**src/rtl/kpt_pkg.sv**
```systemverilog
`timescale 1ns / 1ps
// ----------------------------------------------------------------------------
// kpt_pkg
// Shared types and event codes for the key path tokenizer.
// ----------------------------------------------------------------------------
package kpt_pkg;

	localparam logic [2:0] EV_KEY_BYTE = 3'd0;
	localparam logic [2:0] EV_KEY_END  = 3'd1;
	localparam logic [2:0] EV_INDEX    = 3'd2;
	localparam logic [2:0] EV_ERROR    = 3'd3;
	localparam logic [2:0] EV_DONE     = 3'd4;

	localparam logic [2:0] FAULT_TRAIL_BSL   = 3'd0;
	localparam logic [2:0] FAULT_DOLLAR      = 3'd1;
	localparam logic [2:0] FAULT_AFTER_DOL   = 3'd2;
	localparam logic [2:0] FAULT_NO_BRACKET  = 3'd3;
	localparam logic [2:0] FAULT_BAD_INDEX   = 3'd4;
	localparam logic [2:0] FAULT_BAD_COMP    = 3'd5;

	localparam int unsigned MAX_EVENTS = 3;

	typedef struct packed {
		logic [2:0]         kind;
		logic [7:0]         key_char;
		logic signed [31:0] index_value;
		logic [2:0]         fault;
		logic               eor;
	} event_t;

	// Events caused by one byte, slot 0 first
	typedef struct packed {
		logic [1:0]                  count;
		event_t [MAX_EVENTS-1:0]     ev;
	} bundle_t;

endpackage

```
**src/rtl/kpt_front.sv**
```systemverilog
`timescale 1ns / 1ps
// ----------------------------------------------------------------------------
// kpt_front
// Accepts path bytes, tracks the parse state and packs the events that each
// byte causes into one bundle.
// ----------------------------------------------------------------------------
module kpt_front
	import kpt_pkg::*;
(
	input  logic        clk,
	input  logic        arst_n,
	input  logic        in_valid,
	output logic        in_ready,
	input  logic [7:0]  path_byte,
	input  logic        final_byte,
	input  logic        dollar_allowed,
	output logic        push_valid,
	input  logic        push_ready,
	output bundle_t     push_data
);

	localparam logic [2:0] PH_FIRST         = 3'd0;
	localparam logic [2:0] PH_AFTER_DOLLAR  = 3'd1;
	localparam logic [2:0] PH_KEY           = 3'd2;
	localparam logic [2:0] PH_BRACKET       = 3'd3;
	localparam logic [2:0] PH_AFTER_BRACKET = 3'd4;

	localparam logic [7:0] CH_DOLLAR = 8'h24;
	localparam logic [7:0] CH_DOT    = 8'h2E;
	localparam logic [7:0] CH_LBR    = 8'h5B;
	localparam logic [7:0] CH_RBR    = 8'h5D;
	localparam logic [7:0] CH_BSL    = 8'h5C;
	localparam logic [7:0] CH_MINUS  = 8'h2D;

	localparam logic [31:0] MAG_POS_MAX  = 32'h7FFF_FFFF;
	localparam logic [31:0] MAG_NEG_MAX  = 32'h8000_0000;
	localparam logic [31:0] MAG_PRE_MAX  = 32'd214748364;

	logic [2:0]  phase_q, phase_d;
	logic        key_open_q, key_open_d;
	logic        esc_q, esc_d;
	logic        neg_q, neg_d;
	logic [31:0] mag_q, mag_d;
	logic        has_digit_q, has_digit_d;
	logic        invalid_q, invalid_d;
	logic        halted_q, halted_d;

	logic        accept;
	bundle_t     bnd;
	logic [2:0]  n_ev;

	function automatic event_t mk_ev(logic [2:0] kind, logic [7:0] ch, logic [31:0] idx,
		logic [2:0] fault, logic eor);
		event_t e;
		e.kind        = kind;
		e.key_char    = ch;
		e.index_value = idx;
		e.fault       = fault;
		e.eor         = eor;
		return e;
	endfunction

	assign in_ready   = push_ready;
	assign accept     = in_valid && in_ready;
	assign push_valid = accept && (n_ev != 3'd0);
	assign push_data  = bnd;

	always_comb begin
		logic        is_delim;
		logic        fail_now;
		logic [2:0]  fail_code;
		logic        open_now;
		logic [35:0] prod;
		logic        idx_ok;
		logic [31:0] idx_v;

		phase_d     = phase_q;
		key_open_d  = key_open_q;
		esc_d       = esc_q;
		neg_d       = neg_q;
		mag_d       = mag_q;
		has_digit_d = has_digit_q;
		invalid_d   = invalid_q;
		halted_d    = halted_q;
		bnd         = '0;
		n_ev        = 3'd0;
		fail_now    = 1'b0;
		fail_code   = FAULT_TRAIL_BSL;
		open_now    = 1'b0;

		is_delim = (path_byte == CH_DOT) || (path_byte == CH_LBR);
		prod     = ({4'd0, mag_q} << 3) + ({4'd0, mag_q} << 1) + {32'd0, path_byte[3:0]};
		idx_ok   = has_digit_q && !invalid_q &&
			(neg_q ? (mag_q <= MAG_NEG_MAX) : (mag_q <= MAG_POS_MAX));
		idx_v    = neg_q ? (32'd0 - mag_q) : mag_q;

		if (halted_q) begin
			// drop bytes up to the end of the failed specifier
			if (final_byte) begin
				halted_d = 1'b0;
			end
		end else begin
			if (final_byte && (path_byte == CH_BSL)) begin
				fail_now  = 1'b1;
				fail_code = FAULT_TRAIL_BSL;
			end else begin
				case (phase_q)
					PH_AFTER_DOLLAR: begin
						if (is_delim) begin
							open_now = 1'b1;
						end else begin
							fail_now  = 1'b1;
							fail_code = FAULT_AFTER_DOL;
						end
					end
					PH_KEY: begin
						if (esc_q) begin
							esc_d      = 1'b0;
							key_open_d = 1'b1;
							bnd.ev[n_ev[1:0]] = mk_ev(EV_KEY_BYTE, path_byte, 32'd0,
								FAULT_TRAIL_BSL, 1'b0);
							n_ev = n_ev + 3'd1;
						end else if (path_byte == CH_BSL) begin
							esc_d = 1'b1;
						end else if (is_delim) begin
							if (key_open_q) begin
								bnd.ev[n_ev[1:0]] = mk_ev(EV_KEY_END, 8'd0, 32'd0,
									FAULT_TRAIL_BSL, 1'b0);
								n_ev = n_ev + 3'd1;
							end
							open_now = 1'b1;
						end else begin
							key_open_d = 1'b1;
							bnd.ev[n_ev[1:0]] = mk_ev(EV_KEY_BYTE, path_byte, 32'd0,
								FAULT_TRAIL_BSL, 1'b0);
							n_ev = n_ev + 3'd1;
						end
					end
					PH_BRACKET: begin
						if (path_byte == CH_RBR) begin
							if (!idx_ok) begin
								fail_now  = 1'b1;
								fail_code = FAULT_BAD_INDEX;
							end else begin
								bnd.ev[n_ev[1:0]] = mk_ev(EV_INDEX, 8'd0, idx_v,
									FAULT_TRAIL_BSL, 1'b0);
								n_ev        = n_ev + 3'd1;
								neg_d       = 1'b0;
								mag_d       = '0;
								has_digit_d = 1'b0;
								invalid_d   = 1'b0;
								phase_d     = PH_AFTER_BRACKET;
							end
						end else if ((path_byte == CH_MINUS) && !neg_q && !has_digit_q &&
							!invalid_q) begin
							neg_d = 1'b1;
						end else if (path_byte inside {[8'h30:8'h39]}) begin
							has_digit_d = 1'b1;
							if (!invalid_q) begin
								if ((mag_q > MAG_PRE_MAX) || (prod > {4'd0, MAG_NEG_MAX})) begin
									invalid_d = 1'b1;
								end else begin
									mag_d = prod[31:0];
								end
							end
						end else begin
							invalid_d = 1'b1;
						end
					end
					PH_AFTER_BRACKET: begin
						if (is_delim) begin
							open_now = 1'b1;
						end else begin
							fail_now  = 1'b1;
							fail_code = FAULT_BAD_COMP;
						end
					end
					default: begin
						// first byte: index state is already clear here
						if (path_byte == CH_DOLLAR) begin
							if (!dollar_allowed) begin
								fail_now  = 1'b1;
								fail_code = FAULT_DOLLAR;
							end else begin
								phase_d = PH_AFTER_DOLLAR;
							end
						end else if (is_delim) begin
							open_now = 1'b1;
						end else if (path_byte == CH_BSL) begin
							phase_d    = PH_KEY;
							key_open_d = 1'b0;
							esc_d      = 1'b1;
						end else begin
							phase_d    = PH_KEY;
							key_open_d = 1'b1;
							esc_d      = 1'b0;
							bnd.ev[n_ev[1:0]] = mk_ev(EV_KEY_BYTE, path_byte, 32'd0,
								FAULT_TRAIL_BSL, 1'b0);
							n_ev = n_ev + 3'd1;
						end
					end
				endcase
			end

			if (open_now) begin
				key_open_d  = 1'b0;
				esc_d       = 1'b0;
				neg_d       = 1'b0;
				mag_d       = '0;
				has_digit_d = 1'b0;
				invalid_d   = 1'b0;
				phase_d     = (path_byte == CH_LBR) ? PH_BRACKET : PH_KEY;
			end

			if (!fail_now && final_byte && (phase_d == PH_BRACKET)) begin
				fail_now  = 1'b1;
				fail_code = FAULT_NO_BRACKET;
			end

			if (fail_now) begin
				bnd.ev[n_ev[1:0]] = mk_ev(EV_ERROR, 8'd0, 32'd0, fail_code, 1'b1);
				n_ev = n_ev + 3'd1;
			end else if (final_byte) begin
				if ((phase_d == PH_KEY) && key_open_d) begin
					bnd.ev[n_ev[1:0]] = mk_ev(EV_KEY_END, 8'd0, 32'd0, FAULT_TRAIL_BSL, 1'b0);
					n_ev = n_ev + 3'd1;
				end
				bnd.ev[n_ev[1:0]] = mk_ev(EV_DONE, 8'd0, 32'd0, FAULT_TRAIL_BSL, 1'b1);
				n_ev = n_ev + 3'd1;
			end

			if (fail_now || final_byte) begin
				phase_d     = PH_FIRST;
				key_open_d  = 1'b0;
				esc_d       = 1'b0;
				neg_d       = 1'b0;
				mag_d       = '0;
				has_digit_d = 1'b0;
				invalid_d   = 1'b0;
				halted_d    = fail_now && !final_byte;
			end
		end

		bnd.count = n_ev[1:0];
	end

	always_ff @(posedge clk or negedge arst_n) begin
		if (!arst_n) begin
			phase_q     <= PH_FIRST;
			key_open_q  <= 1'b0;
			esc_q       <= 1'b0;
			neg_q       <= 1'b0;
			mag_q       <= '0;
			has_digit_q <= 1'b0;
			invalid_q   <= 1'b0;
			halted_q    <= 1'b0;
		end else if (accept) begin
			phase_q     <= phase_d;
			key_open_q  <= key_open_d;
			esc_q       <= esc_d;
			neg_q       <= neg_d;
			mag_q       <= mag_d;
			has_digit_q <= has_digit_d;
			invalid_q   <= invalid_d;
			halted_q    <= halted_d;
		end
	end

endmodule

```
**src/rtl/kpt_queue.sv**
```systemverilog
`timescale 1ns / 1ps
// ----------------------------------------------------------------------------
// kpt_queue
// Small FIFO of event bundles between the front and back halves.
// ----------------------------------------------------------------------------
module kpt_queue
	import kpt_pkg::*;
#(
	parameter int DEPTH = 4
) (
	input  logic    clk,
	input  logic    arst_n,
	input  logic    push_valid,
	output logic    push_ready,
	input  bundle_t push_data,
	output logic    pop_valid,
	input  logic    pop_ready,
	output bundle_t pop_data
);

	localparam int AW = (DEPTH > 1) ? $clog2(DEPTH) : 1;
	localparam int CW = $clog2(DEPTH + 1);
	localparam logic [AW-1:0] LAST_PTR = AW'(DEPTH - 1);
	localparam logic [CW-1:0] FULL_CNT = CW'(DEPTH);

	bundle_t       mem_q [DEPTH];
	logic [AW-1:0] wr_ptr_q, rd_ptr_q;
	logic [CW-1:0] cnt_q;
	logic          do_push, do_pop;

	assign push_ready = (cnt_q != FULL_CNT);
	assign pop_valid  = (cnt_q != '0);
	assign pop_data   = mem_q[rd_ptr_q];
	assign do_push    = push_valid && push_ready;
	assign do_pop     = pop_valid && pop_ready;

	always_ff @(posedge clk) begin
		if (do_push) begin
			mem_q[wr_ptr_q] <= push_data;
		end
	end

	always_ff @(posedge clk or negedge arst_n) begin
		if (!arst_n) begin
			wr_ptr_q <= '0;
			rd_ptr_q <= '0;
			cnt_q    <= '0;
		end else begin
			if (do_push) begin
				wr_ptr_q <= (wr_ptr_q == LAST_PTR) ? '0 : wr_ptr_q + AW'(1);
			end
			if (do_pop) begin
				rd_ptr_q <= (rd_ptr_q == LAST_PTR) ? '0 : rd_ptr_q + AW'(1);
			end
			if (do_push && !do_pop) begin
				cnt_q <= cnt_q + CW'(1);
			end else if (do_pop && !do_push) begin
				cnt_q <= cnt_q - CW'(1);
			end
		end
	end

endmodule

```
**src/rtl/kpt_back.sv**
```systemverilog
`timescale 1ns / 1ps
// ----------------------------------------------------------------------------
// kpt_back
// Unpacks event bundles and presents one registered result per transfer.
// ----------------------------------------------------------------------------
module kpt_back
	import kpt_pkg::*;
(
	input  logic               clk,
	input  logic               arst_n,
	input  logic               pop_valid,
	output logic               pop_ready,
	input  bundle_t            pop_data,
	output logic               out_valid,
	input  logic               out_ready,
	output logic [2:0]         event_kind,
	output logic [7:0]         key_char,
	output logic signed [31:0] index_value,
	output logic [2:0]         fault_code,
	output logic               end_of_run
);

	bundle_t    cur_q;
	logic [1:0] sel_q;
	logic       busy_q;
	logic       take, last;
	event_t     ev;

	assign ev          = cur_q.ev[sel_q];
	assign out_valid   = busy_q;
	assign event_kind  = ev.kind;
	assign key_char    = ev.key_char;
	assign index_value = ev.index_value;
	assign fault_code  = ev.fault;
	assign end_of_run  = ev.eor;

	assign take      = out_valid && out_ready;
	assign last      = (sel_q == (cur_q.count - 2'd1));
	assign pop_ready = !busy_q || (take && last);

	always_ff @(posedge clk) begin
		if (pop_valid && pop_ready) begin
			cur_q <= pop_data;
		end
	end

	always_ff @(posedge clk or negedge arst_n) begin
		if (!arst_n) begin
			sel_q  <= '0;
			busy_q <= 1'b0;
		end else if (pop_valid && pop_ready) begin
			sel_q  <= '0;
			busy_q <= 1'b1;
		end else if (take && last) begin
			busy_q <= 1'b0;
		end else if (take) begin
			// advance to the next event of the bundle
			sel_q <= sel_q + 2'd1;
		end
	end

endmodule

```
**src/rtl/key_path_tokenizer_unit.sv**
```systemverilog
`timescale 1ns / 1ps
// Path: a byte's bundle is written into the bundle queue, then loaded into the
// output stage's register, which presents its first result.
// Throughput: one byte per cycle while out_ready is high and each byte yields at
// most one result; the output stage sends one result per cycle and keeps a bundle until all are taken.
// The bundle queue (QUEUE_DEPTH entries) lets the front keep taking bytes meanwhile.
// Reset: asynchronous, clears parse state, queue pointers and output valid.
// ----------------------------------------------------------------------------
// key_path_tokenizer_unit
// Splits a key path specifier, one byte per transfer, into key bytes, key
// ends, array indexes, errors and a done marker.
// ----------------------------------------------------------------------------
module key_path_tokenizer_unit
	import kpt_pkg::*;
#(
	parameter int QUEUE_DEPTH = 4
) (
	input  logic               clk,
	input  logic               arst_n,
	input  logic               in_valid,
	output logic               in_ready,
	input  logic [7:0]         path_byte,
	input  logic               final_byte,
	input  logic               dollar_allowed,
	output logic               out_valid,
	input  logic               out_ready,
	output logic [2:0]         event_kind,
	output logic [7:0]         key_char,
	output logic signed [31:0] index_value,
	output logic [2:0]         fault_code,
	output logic               end_of_run
);

	logic    push_valid, push_ready;
	bundle_t push_data;
	logic    pop_valid, pop_ready;
	bundle_t pop_data;

	kpt_front u_front (
		.clk            (clk),
		.arst_n         (arst_n),
		.in_valid       (in_valid),
		.in_ready       (in_ready),
		.path_byte      (path_byte),
		.final_byte     (final_byte),
		.dollar_allowed (dollar_allowed),
		.push_valid     (push_valid),
		.push_ready     (push_ready),
		.push_data      (push_data)
	);

	kpt_queue #(
		.DEPTH (QUEUE_DEPTH)
	) u_queue (
		.clk        (clk),
		.arst_n     (arst_n),
		.push_valid (push_valid),
		.push_ready (push_ready),
		.push_data  (push_data),
		.pop_valid  (pop_valid),
		.pop_ready  (pop_ready),
		.pop_data   (pop_data)
	);

	kpt_back u_back (
		.clk         (clk),
		.arst_n      (arst_n),
		.pop_valid   (pop_valid),
		.pop_ready   (pop_ready),
		.pop_data    (pop_data),
		.out_valid   (out_valid),
		.out_ready   (out_ready),
		.event_kind  (event_kind),
		.key_char    (key_char),
		.index_value (index_value),
		.fault_code  (fault_code),
		.end_of_run  (end_of_run)
	);

endmodule
```
**config.mk**
```make
export PLATFORM = sky130hd
export DESIGN_NAME = key_path_tokenizer_unit
export DESIGN_NICKNAME = d
export VERILOG_FILES = /design/src/rtl/kpt_pkg.sv /design/src/rtl/kpt_front.sv /design/src/rtl/kpt_queue.sv /design/src/rtl/kpt_back.sv /design/src/rtl/key_path_tokenizer_unit.sv
export SDC_FILE = /design/constraint.sdc
export NUM_CORES = 1
export LEC_CHECK = 0
export ABC_AREA = 0
export BUFFER_PORTS_ARGS = -buffer_cell sky130_fd_sc_hd__buf_2
export CAP_MARGIN = 10
export CORE_UTILIZATION = 25
export DETAILED_ROUTE_END_ITERATION = 7
export PLACE_DENSITY = 0.49
export RECOVER_POWER = 50
export SETUP_SLACK_MARGIN = 0.05
export SLEW_MARGIN = 20
export SYNTH_ARGS = -nofsm -noshare
export SYNTH_HDL_FRONTEND = slang
export SYNTH_SLANG_ARGS = --single-unit
```
**constraint.sdc**
```tcl
create_clock -name clk -period 5.41 [get_ports clk]
set_input_delay 0.8115 -clock clk [delete_from_list [all_inputs] [get_ports clk]]
set_output_delay 0.8115 -clock clk [all_outputs]
set_load 0.01 [all_outputs]
```
Yosys cells after proc, flatten, opt, wreduce, memory -nomap -nowiden
Memories as Yosys holds them, arrays and structs flattened. A register that Yosys moved wholly into a read port is not among the register bits.
Index checks and enable logic that the tools add are counted.
Word-level totals
  register bits after elaboration: 51
  RAM bits: 572
  bits of input ports: 14
  output and inout bits: 49
  logic and storage cells: 270
  memories kept: 1
Cells by class
  add/subtract/negate cells: 11
  magnitude comparators: 11
  equal/unequal tests: 25
  multiplexer cells: 151
  bitwise gates (word level): 7
  reduce and logical (&&, ||, !) cells: 51
Memories
  u_queue.mem_q: words 4, bits a word 143, read ports 1, clocked after memory_dff 1, wr ports 1, line kpt_queue.sv:26  | bundle_t mem_q [DEPTH];
Operators by type and width (count)
  $mux W141: 7
  $mux W47: 10
  $mux W32: 11
  $demux W47 S2: 2
  $bwmux W141: 1
  $pmux W47 S3: 1
  $and A46 B138 Y138: 1
  $not A138 Y138: 1
  $and A135 B135 Y135: 1
  $not A135 Y135: 1
  $mux W3: 32
  $bmux W47 S2: 1
  $mux W45: 2
  $mux W1: 69
  $mux W46: 1
  $mux W44: 1
  $add A35 B33 Y36: 1
  $add A36 B4 Y36: 1
  $gt A36 B32 Y1 const B: 1
  $gt A32 B28 Y1 const B: 1
  $le A32 B31 Y1 const B: 1
  $le A32 B32 Y1 const B: 1
  $sub A1 B32 Y32 const A: 1
  $eq A8 B6 Y1 const B: 3
  other kinds (40): 104

Longest topological paths before layout
Gate-level depths: netlist (run 1).
  word-level depth: 27
  depth in mapped cells: 20
  depth with buffers taken out: 20

Modules after synthesis
Synthesis (run 1) repeated with hierarchy kept, for this count alone.
Unflattened totals
  cells, all modules: 2044
  area, all modules: 33619.7 sq um
By module, submodules not included
  kpt_queue: instances 1, cells each 783, area each 21038.9 sq um, seq. area each 17351.6 sq um
  kpt_front: instances 1, cells each 932, area each 7090.6 sq um, seq. area each 1026.0 sq um
  kpt_back: instances 1, cells each 329, area each 5490.3 sq um, seq. area each 4369.2 sq um

Worst setup path after synthesis (run 1)
Ideal clock, no wire load.
  path type: input -> register
  from: input path_byte[1]
  to: memory u_queue.mem_q[0][0] (netlist bit), enable pin
  setup time: 0.421 ns
  arrival time: 4.872 ns
  data required time: 4.989 ns
  path slack: 0.117 ns
  stages on the path: 11
  buffers on the path: 0
  cells stage by stage: nor4b_1 > a31oi_1 > o311a_1 > a311o_1 > nor4_1 > inv_1 > ha_1 > nand2_1 > nor3_1 > a311oi_2 > and2_1
On the way
  longest elaborated chain between the ends: 25
Ends and longest elaborated chain
  from (decl): line key_path_tokenizer_unit.sv:22  | input logic [7:0] path_byte,
  $eq A8 B6 Y1 or $eq A8 B7 Y1 (tied branches): line kpt_front.sv:91, kpt_front.sv:212
  $logic_or A1 B1 Y1: line kpt_front.sv:91  | is_delim = (path_byte == CH_DOT) || (path_byte == CH_LBR);
  $mux W1
  $mux W1: line kpt_front.sv:123  | end else if (path_byte == CH_BSL) begin
  $mux W1: line kpt_front.sv:117  | if (esc_q) begin
  $pmux W1 S3: line kpt_front.sv:107  | case (phase_q)
  $mux W1: line kpt_front.sv:103  | if (final_byte && (path_byte == CH_BSL)) begin
  $mux W1: line kpt_front.sv:97  | if (halted_q) begin
  [10 not listed]
  $mux W3 (*): line kpt_front.sv:220  | if (fail_now) begin
  $mux W3 (*): line kpt_front.sv:97
  $reduce_bool A3 Y1 (*): line kpt_front.sv:65  | assign push_valid = accept && (n_ev != 3'd0);
  $logic_and A1 B1 Y1 (*): line kpt_front.sv:65
  $logic_and A1 B1 Y1 (*): line kpt_queue.sv:34  | assign do_push = push_valid && push_ready;
  net u_queue.do_push: line kpt_queue.sv:29  | logic do_push, do_pop;
  $mux W1 (*): line kpt_queue.sv:38  | if (do_push) begin
  $mux W1 (not written as such) (*): line kpt_queue.sv:39  | mem_q[wr_ptr_q] <= push_data;
  to (decl): line kpt_queue.sv:26
The timed path passes the listed nets; every way through them passes the cells marked *. The select of a mux whose other input is x is not followed.

Worst setup path in the final report (run 1)
  from: register u_front.mag_q[2]
  to: register u_front.mag_q[18]
On the way
  longest elaborated chain between the ends: 16
Ends and longest elaborated chain
  from (decl): line kpt_front.sv:43  | logic [31:0] mag_q, mag_d;
  from (signal assigned): line kpt_front.sv:262  | mag_q <= mag_d;
  parallel branches: the longest is 16 deep, another holds $add A35 B33 Y36
Several ways; the timed one is not identified. The select of a mux whose other input is x is not followed.
A chain may end at the register's enable or synchronous reset.

==> flow_summary.yaml, run 1 <==
cts:
  cts.sinks: 336
  cts_buffers: 34
  cts_post_setup_buffers_inserted: 0
  insertion_delay_ns: 0.53
  path_clk_slew_ns: 0.06
  cts.path.max_buffers: 3
  cts_tree: "done"
  cts_root_buf: "clkbuf_16"
  cts_resized: 0
  cts_htree_levels: 2
  postCtsHoldBufs: 0
timing:
  fin_ws_ns: 0.582
  setup_viol: 0
  hold_viol_final: 0
  period_needed_ns: 4.83
  hold_ws_ns: 0.500
  finalCritPeriodShare_pct: 89.3
  slew_headroom_pct: -104
  fin_skew_ns: 0.0178
  drv_slew: 194
  tightestPinTransition_ns: 3.06
  max_freq_mhz: 207
  rsz0062_at_grt: "false"
  finalSetupTns_ns: 0
finish:
  mostFrequentLayoutCells: "edfxtp_1 (285), nor2_1 (116), nand2_1 (83)"
  fillers: 6801
  final_nets: 1467
  area_growth_pct: 15.3
  diodes: 0
  drive_gt1_share_pct: 14.7
  final_common_cell: "edfxtp_1"
synthesis:
  synth-seq-area-share_pct: 57.9
  avgSynthCellArea_um2: 13.2
  synthArstFlopShare_pct: 15.2
  yosysWarningCount: 0
  synth_area_um2: 17000
  synth_flop_cell: "edfxtp_1"
  yosysUniqueCellTypes: 91
  ys_seq_elements: 336
  synth_edf_count: 285
  synthCells: 1287
min_path:
  hp-class: "input pin to flop"
global_routing:
  grt_use_total_pct: 12.2
  grt_start_max_net_pins: 62
  grt_pass1_wl_mm: 66.4
  grt_pass1_vias: 11076
  grt_antenna_before_repair: 0
  grt_overflow: 0
die:
  die_x_um: 263
  core_area_um2: 67200
  initial_core_util_pct: 25.3
  fp.dieH_um: 263
  die-area_um2: 69000
  floorplan.rows: 95
  ios: 63
routing:
  avgRoutedWirePerCell_um: 18.6
  route.detailed.drc: 0
  drt_iter0_drc: 440
  antenna_left: 0
  dr.pass1.iters: 6
  vias: 10723
  via_per_inst: 4.71
  routed_wl_mm: 42.2
critical_path:
  cp.required_ns: 5.81
  crit_type: "flop to flop"
  path_max_fanout: 28
  crit_path_end_kind: "flop"
  worstSetupStartpointType: "flop"
  cp.arrival_ns: 5.23
outcome:
  status: "complete, but fails checks"
  violations: "max-capacitance violations, max-slew violations"
placement:
  pre_cts_slack_ns: 0.188
  port_buffers: 62
  dp_hpwl_mm: 30.6
  routabilityCongestion: 0.826
flow_run:
  drv_cap: 4
power_and_ir_drop:
  p_leak_nw: 7.21
  max-vdd-ir-drop_mv: 0.212
  powerDensity_nw_per_um2: 412
==> metal layers <==
metal  up-vias  GRT usage (%)  share of wire [%]
li1       5150              -                  -
met5         -              0                  0
met4         0           3.02                1.6
met1      5390           16.3                 47
met2       141           21.0                 49
met3        42           1.42                2.5
==> synthesized netlist by cell type, types with 5 or more instances <==
cell	instances	area, µm²
a211oi_1	7	52.6
a21o_1	11	82.6
a21oi_1	52	260
a22o_1	24	210
a31oi_1	12	75.1
and2_1	60	375
buf_1	5	18.8
buf_2	6	30.0
clkbuf_1	40	150
dfrtp_1	51	1280
edfxtp_1	285	8560
ha_1	72	901
inv_1	31	116
mux2i_1	11	110
mux4_2	57	1280
nand2_1	83	312
nand2b_1	10	62.6
nand3_1	22	110
nand3b_1	7	52.6
nand4_1	12	75.1
nor2_1	115	432
nor3_1	29	145
nor4_1	17	106
nor4b_1	5	43.8
o211ai_1	8	60.1
o21a_1	5	37.5
o21ai_0	46	230
o21bai_1	5	37.5
o31ai_1	10	75.1
o41ai_1	7	61.3
or2_2	7	43.8
or3_1	10	62.6
or4_1	15	113
xnor2_1	18	158
xor2_1	35	307
==> registers in the layout, indices dropped and copies added (netlist names) <==
signal	flops
u_back.cur_q	57
u_back.out_valid	1
u_back.sel_q	2
u_front.esc_q	1
u_front.halted_q	1
u_front.has_digit_q	1
u_front.invalid_q	1
u_front.key_open_q	1
u_front.mag_q	32
u_front.neg_q	1
u_front.phase_q	3
u_queue.cnt_q	3
u_queue.mem_q	228
u_queue.rd_ptr_q	2
u_queue.wr_ptr_q	2
==> worst paths after layout <==
check                                     from             endpoint  slack, ns  depth (start not counted)
min reg2reg                u_front.has_digit_q  u_front.has_digit_q       0.53                          2
max                           u_front.mag_q[2]    u_front.mag_q[18]       0.58                         13
max reg2reg                   u_front.mag_q[2]    u_front.mag_q[18]       0.58                         13
max in group asynchronous               arst_n  u_queue.rd_ptr_q[0]       2.08                          2
min in group asynchronous               arst_n     u_front.halted_q       1.38                          2
min                                   in_valid     u_front.halted_q       0.50                          2
==> report_power, final <==
part | internal (mW) | switching (mW) | leakage, nW | total (mW)
sequential | 3.53 | 0.275 | 3.34 | 3.80
combinational | 0.973 | 1.11 | 3.38 | 2.08
clock | 1.19 | 0.978 | 0.490 | 2.17
==> cell families (layout without fill, tap and decap cells) <==
family,count (synthesis),count (layout),share of synthesized area [%]
adders and majority gates,75,75,5.66
muxes,72,72,8.47
DFF,336,336,57.9
AOI/OAI and AO/OA,235,235,9.67
and+or+nand+nor,425,425,13.2
xor gates and xnor gates,53,53,2.73
buffers and inverters,90,203,2.37
other,1,4,0.0221
==> worst max-delay path: stages (launching register included) <==
cell and delay [ns]:
dfrtp_1 0.53, fa_1 0.58, inv_1 0.07, fa_1 0.52, inv_1 0.05, or4_1 0.40, nor4_1 0.25, nor4b_1 0.46
nand4b_1 0.16, or4_1 0.54, o41ai_2 0.52, a21oi_2 0.16, buf_12 0.19, a22o_1 0.24
==> layout make-up <==
type                       instances  area (µm²)  share of cell area (%)
timing repair buffer             110         774                    3.96
sequential                       336        9840                    50.3
multi-input combinational        864        6740                    34.4
clock inverter                    15         108                   0.550
tap                              873        1090                    5.58
inverter                          32         120                   0.614
clock buffer                      46         906                    4.63
==> per-stage QoR <==
| step | power [mW] | util [%] | area (µm²) | instances |
|---|---|---|---|---|
| 3_3_place_gp | 6.00 | 27.8 | 18700 | 2215 |
| 4_1_cts | 8.23 | 29.3 | 19700 | 2276 |
| 5_1_grt | 8.49 | 29.1 | 19600 | 2276 |
| 2_1_floorplan | 5.14 | - | 17000 | 1290 |
| 6_report | 8.06 | 29.1 | 19600 | 2276 |
| 3_5_place_dp | 6.03 | 27.8 | 18700 | 2215 |
Power figures use the tool's default switching activity.
==> run 2: changes to the inputs <==
--- a/config.mk
+++ b/config.mk
@@ -7,8 +7,10 @@
 export LEC_CHECK = 0
 export ABC_AREA = 0
 export BUFFER_PORTS_ARGS = -buffer_cell sky130_fd_sc_hd__buf_2
-export CAP_MARGIN = 10
+export CAP_MARGIN = 25
+export CORE_ASPECT_RATIO = 1.4
 export CORE_UTILIZATION = 25
+export CTS_CLUSTER_DIAMETER = 60
 export DETAILED_ROUTE_END_ITERATION = 7
 export PLACE_DENSITY = 0.49
 export RECOVER_POWER = 50
==> run 2 against run 1 <==
  * The flow still finishes with violations (max-capacitance violations, max-slew violations)
  * Design area shrank 1.4%
  * Routed wire length grew 0.48%
  * Worst setup slack lost 0.074 ns
  * Register-to-register slack lost 0.07 ns
  * Critical endpoint is now u_queue.cnt_q[2]
  * Maximum frequency shrank 1.5%
  * First-iteration DRC count grew 20%
  * Critical path type unchanged
  * Largest cell class unchanged
  * Clock skew shrank 0.0040 ns
==> flow_summary.yaml, run 2 (same netlist as run 1, synthesis figures left out) <==
outcome:
  status: "complete, but fails checks"
  violations: "max-capacitance violations, max-slew violations"
global_routing:
  grt_antenna_before_repair: 0
  grt_overflow: 0
  grt_pass1_wl_mm: 66.3
  grt_use_total_pct: 12.3
  grt_start_max_net_pins: 62
  grt_pass1_vias: 11307
power_and_ir_drop:
  power.total_mw: 7.78
  p_leak_nw: 7.12
  powerDensity_nw_per_um2: 404
  max-vdd-ir-drop_mv: 0.285
placement:
  pre_cts_slack_ns: 0.247
  dp_hpwl_mm: 30.9
  postPlaceCellArea_um2: 18500
  port_buffers: 62
  dp_cells: 2187
  routabilityCongestion: 0.827
critical_path:
  cp.arrival_ns: 5.37
  r2r_end: "u_queue.cnt_q[2]"
  worst-r2r-setup-slack_ns: 0.51
  worstSetupStartpointType: "flop"
  path_max_fanout: 7
  r2r_cells: 18
  crit_path_end_kind: "flop"
  cp.required_ns: 5.88
  crit_type: "flop to flop"
  slowest_stage: "nor4_1"
  critical_path.cell_chain: "nor4_1, and4_1, nand4_1, a21o_1, o21ai_0, nand2b_1, nor4_1, inv_1, ha_1, nand2_1, nor3_1, a311oi_2, ha_1, inv_1, fa_1, xor2_1, nor2_1, xor2_1"
  r2r-start: "u_front.mag_q[24]"
  crit_path_max_incr_delay_ns: 0.61
timing:
  fin_ws_ns: 0.508
  finalSetupTns_ns: 0
  rsz0062_at_grt: "false"
  hold_ws_ns: 0.503
  slew_headroom_pct: -109
  finalCritPeriodShare_pct: 90.6
  drv_slew: 149
  setup_viol: 0
  period_needed_ns: 4.90
  max_freq_mhz: 204
  tightestPinTransition_ns: 3.13
  fin_skew_ns: 0.0137
  hold_viol_final: 0
min_path:
  hold_end: "u_front.halted_q"
  hp-class: "input pin to flop"
  hp-start: "in_valid"
  hold_depth: 2
finish:
  final_nets: 1451
  fin_util_pct: 28.9
  reg_top3: "u_queue.mem_q: 228 flops, u_back.cur_q: 57 flops, u_front.mag_q: 32 flops"
  drive_gt1_share_pct: 14.8
  mostFrequentLayoutCells: "edfxtp_1 (285), nor2_1 (116), nand2_1 (83)"
  area_growth_pct: 13.6
  largest_register_ffs: 228
  final_cells: 2238
  diodes: 0
  final_common_cell: "edfxtp_1"
  fin_area_um2: 19300
  regMostFlops: "u_queue.mem_q"
cts:
  postCtsHoldBufs: 0
  cts_buffers: 28
  cts_htree_levels: 1
  cts_root_buf: "clkbuf_16"
  insertion_delay_ns: 0.55
  path_clk_slew_ns: 0.07
  cts_resized: 0
  cts_post_setup_buffers_inserted: 0
  cts.sinks: 336
  cts_tree: "done"
  cts.path.max_buffers: 3
routing:
  route.detailed.drc: 0
  via_per_inst: 4.80
  dr.pass1.iters: 5
  antenna_left: 0
  drt_iter0_drc: 527
  routed_wl_mm: 42.4
  vias: 10741
  avgRoutedWirePerCell_um: 19.0
die:
  floorplan.rows: 112
  fp.dieH_um: 310
  die_x_um: 222
  initial_core_util_pct: 25.4
  ios: 63
  core_area_um2: 66800
  die-area_um2: 69000
flow_run:
  drv_cap: 3
## run 2: cell types whose count changed in the layout (fill, tap and decap cells not counted), sizes merged
cell      before  now
clkbuf        85   63
clkinvlp       1    2
clkinv         9   11
bufinv         0    3
inv           37   33
## run 2: worst max-delay path by stage
stage                                 start              endpoint  slack (ns)  depth (start not counted)
after floorplan                path_byte[1]   u_queue.mem_q[0][0]        0.12                         11
after global placement         path_byte[3]      u_front.mag_q[3]        0.23                         15
after global routing       u_front.mag_q[0]     u_front.mag_q[19]        0.13                         18
final                     u_front.mag_q[24]      u_queue.cnt_q[2]        0.51                         18
after detailed placement       path_byte[3]      u_front.mag_q[2]        0.25                         15
after CTS                 u_front.mag_q[24]  u_queue.mem_q[3][39]        0.50                         15
## run 2: metal layers
metal / vias to the layer above / wire length [µm] / global-route usage [%]
met5: - / 0 / 0
met4: 0 / 1680 / 5.47
met3: 79 / 1040 / 1.17
met2: 182 / 22400 / 23.3
met1: 5379 / 17300 / 13.9
li1: 5101 / - / -
## run 2: where the power goes
| group | leakage, nW | internal (mW) | total [mW] | switching (mW) |
|---|---|---|---|---|
| sequential | 3.34 | 3.53 | 3.83 | 0.304 |
| combinational | 3.33 | 0.867 | 1.93 | 1.06 |
| clock | 0.437 | 1.12 | 2.03 | 0.903 |
| total | 7.12 | 5.52 | 7.78 | 2.27 |
## run 2: final cells by class
type                    instances  area [µm²]
inverters                      32         120
flip-flops and latches        336        9840
multi-input cells             864        6750
clock inverters                17         164
clock buffers                  34         744
repair buffers                100         608
well taps                     855        1070
fillers                      6759       47600
## run 2: worst max-delay path, delay by kind of cell, from the launching register on
| family | cells | cell delay [ns] |
|---|---|---|
| AO/OA/AOI/OAI | 3 | 0.89 |
| XOR/XNOR | 2 | 0.30 |
| adder cells (fa/ha/maj) | 3 | 0.84 |
| buffers and inverters | 2 | 0.15 |
| flip-flops | 1 | 0.52 |
| AND/OR/NAND/NOR | 8 | 2.14 |
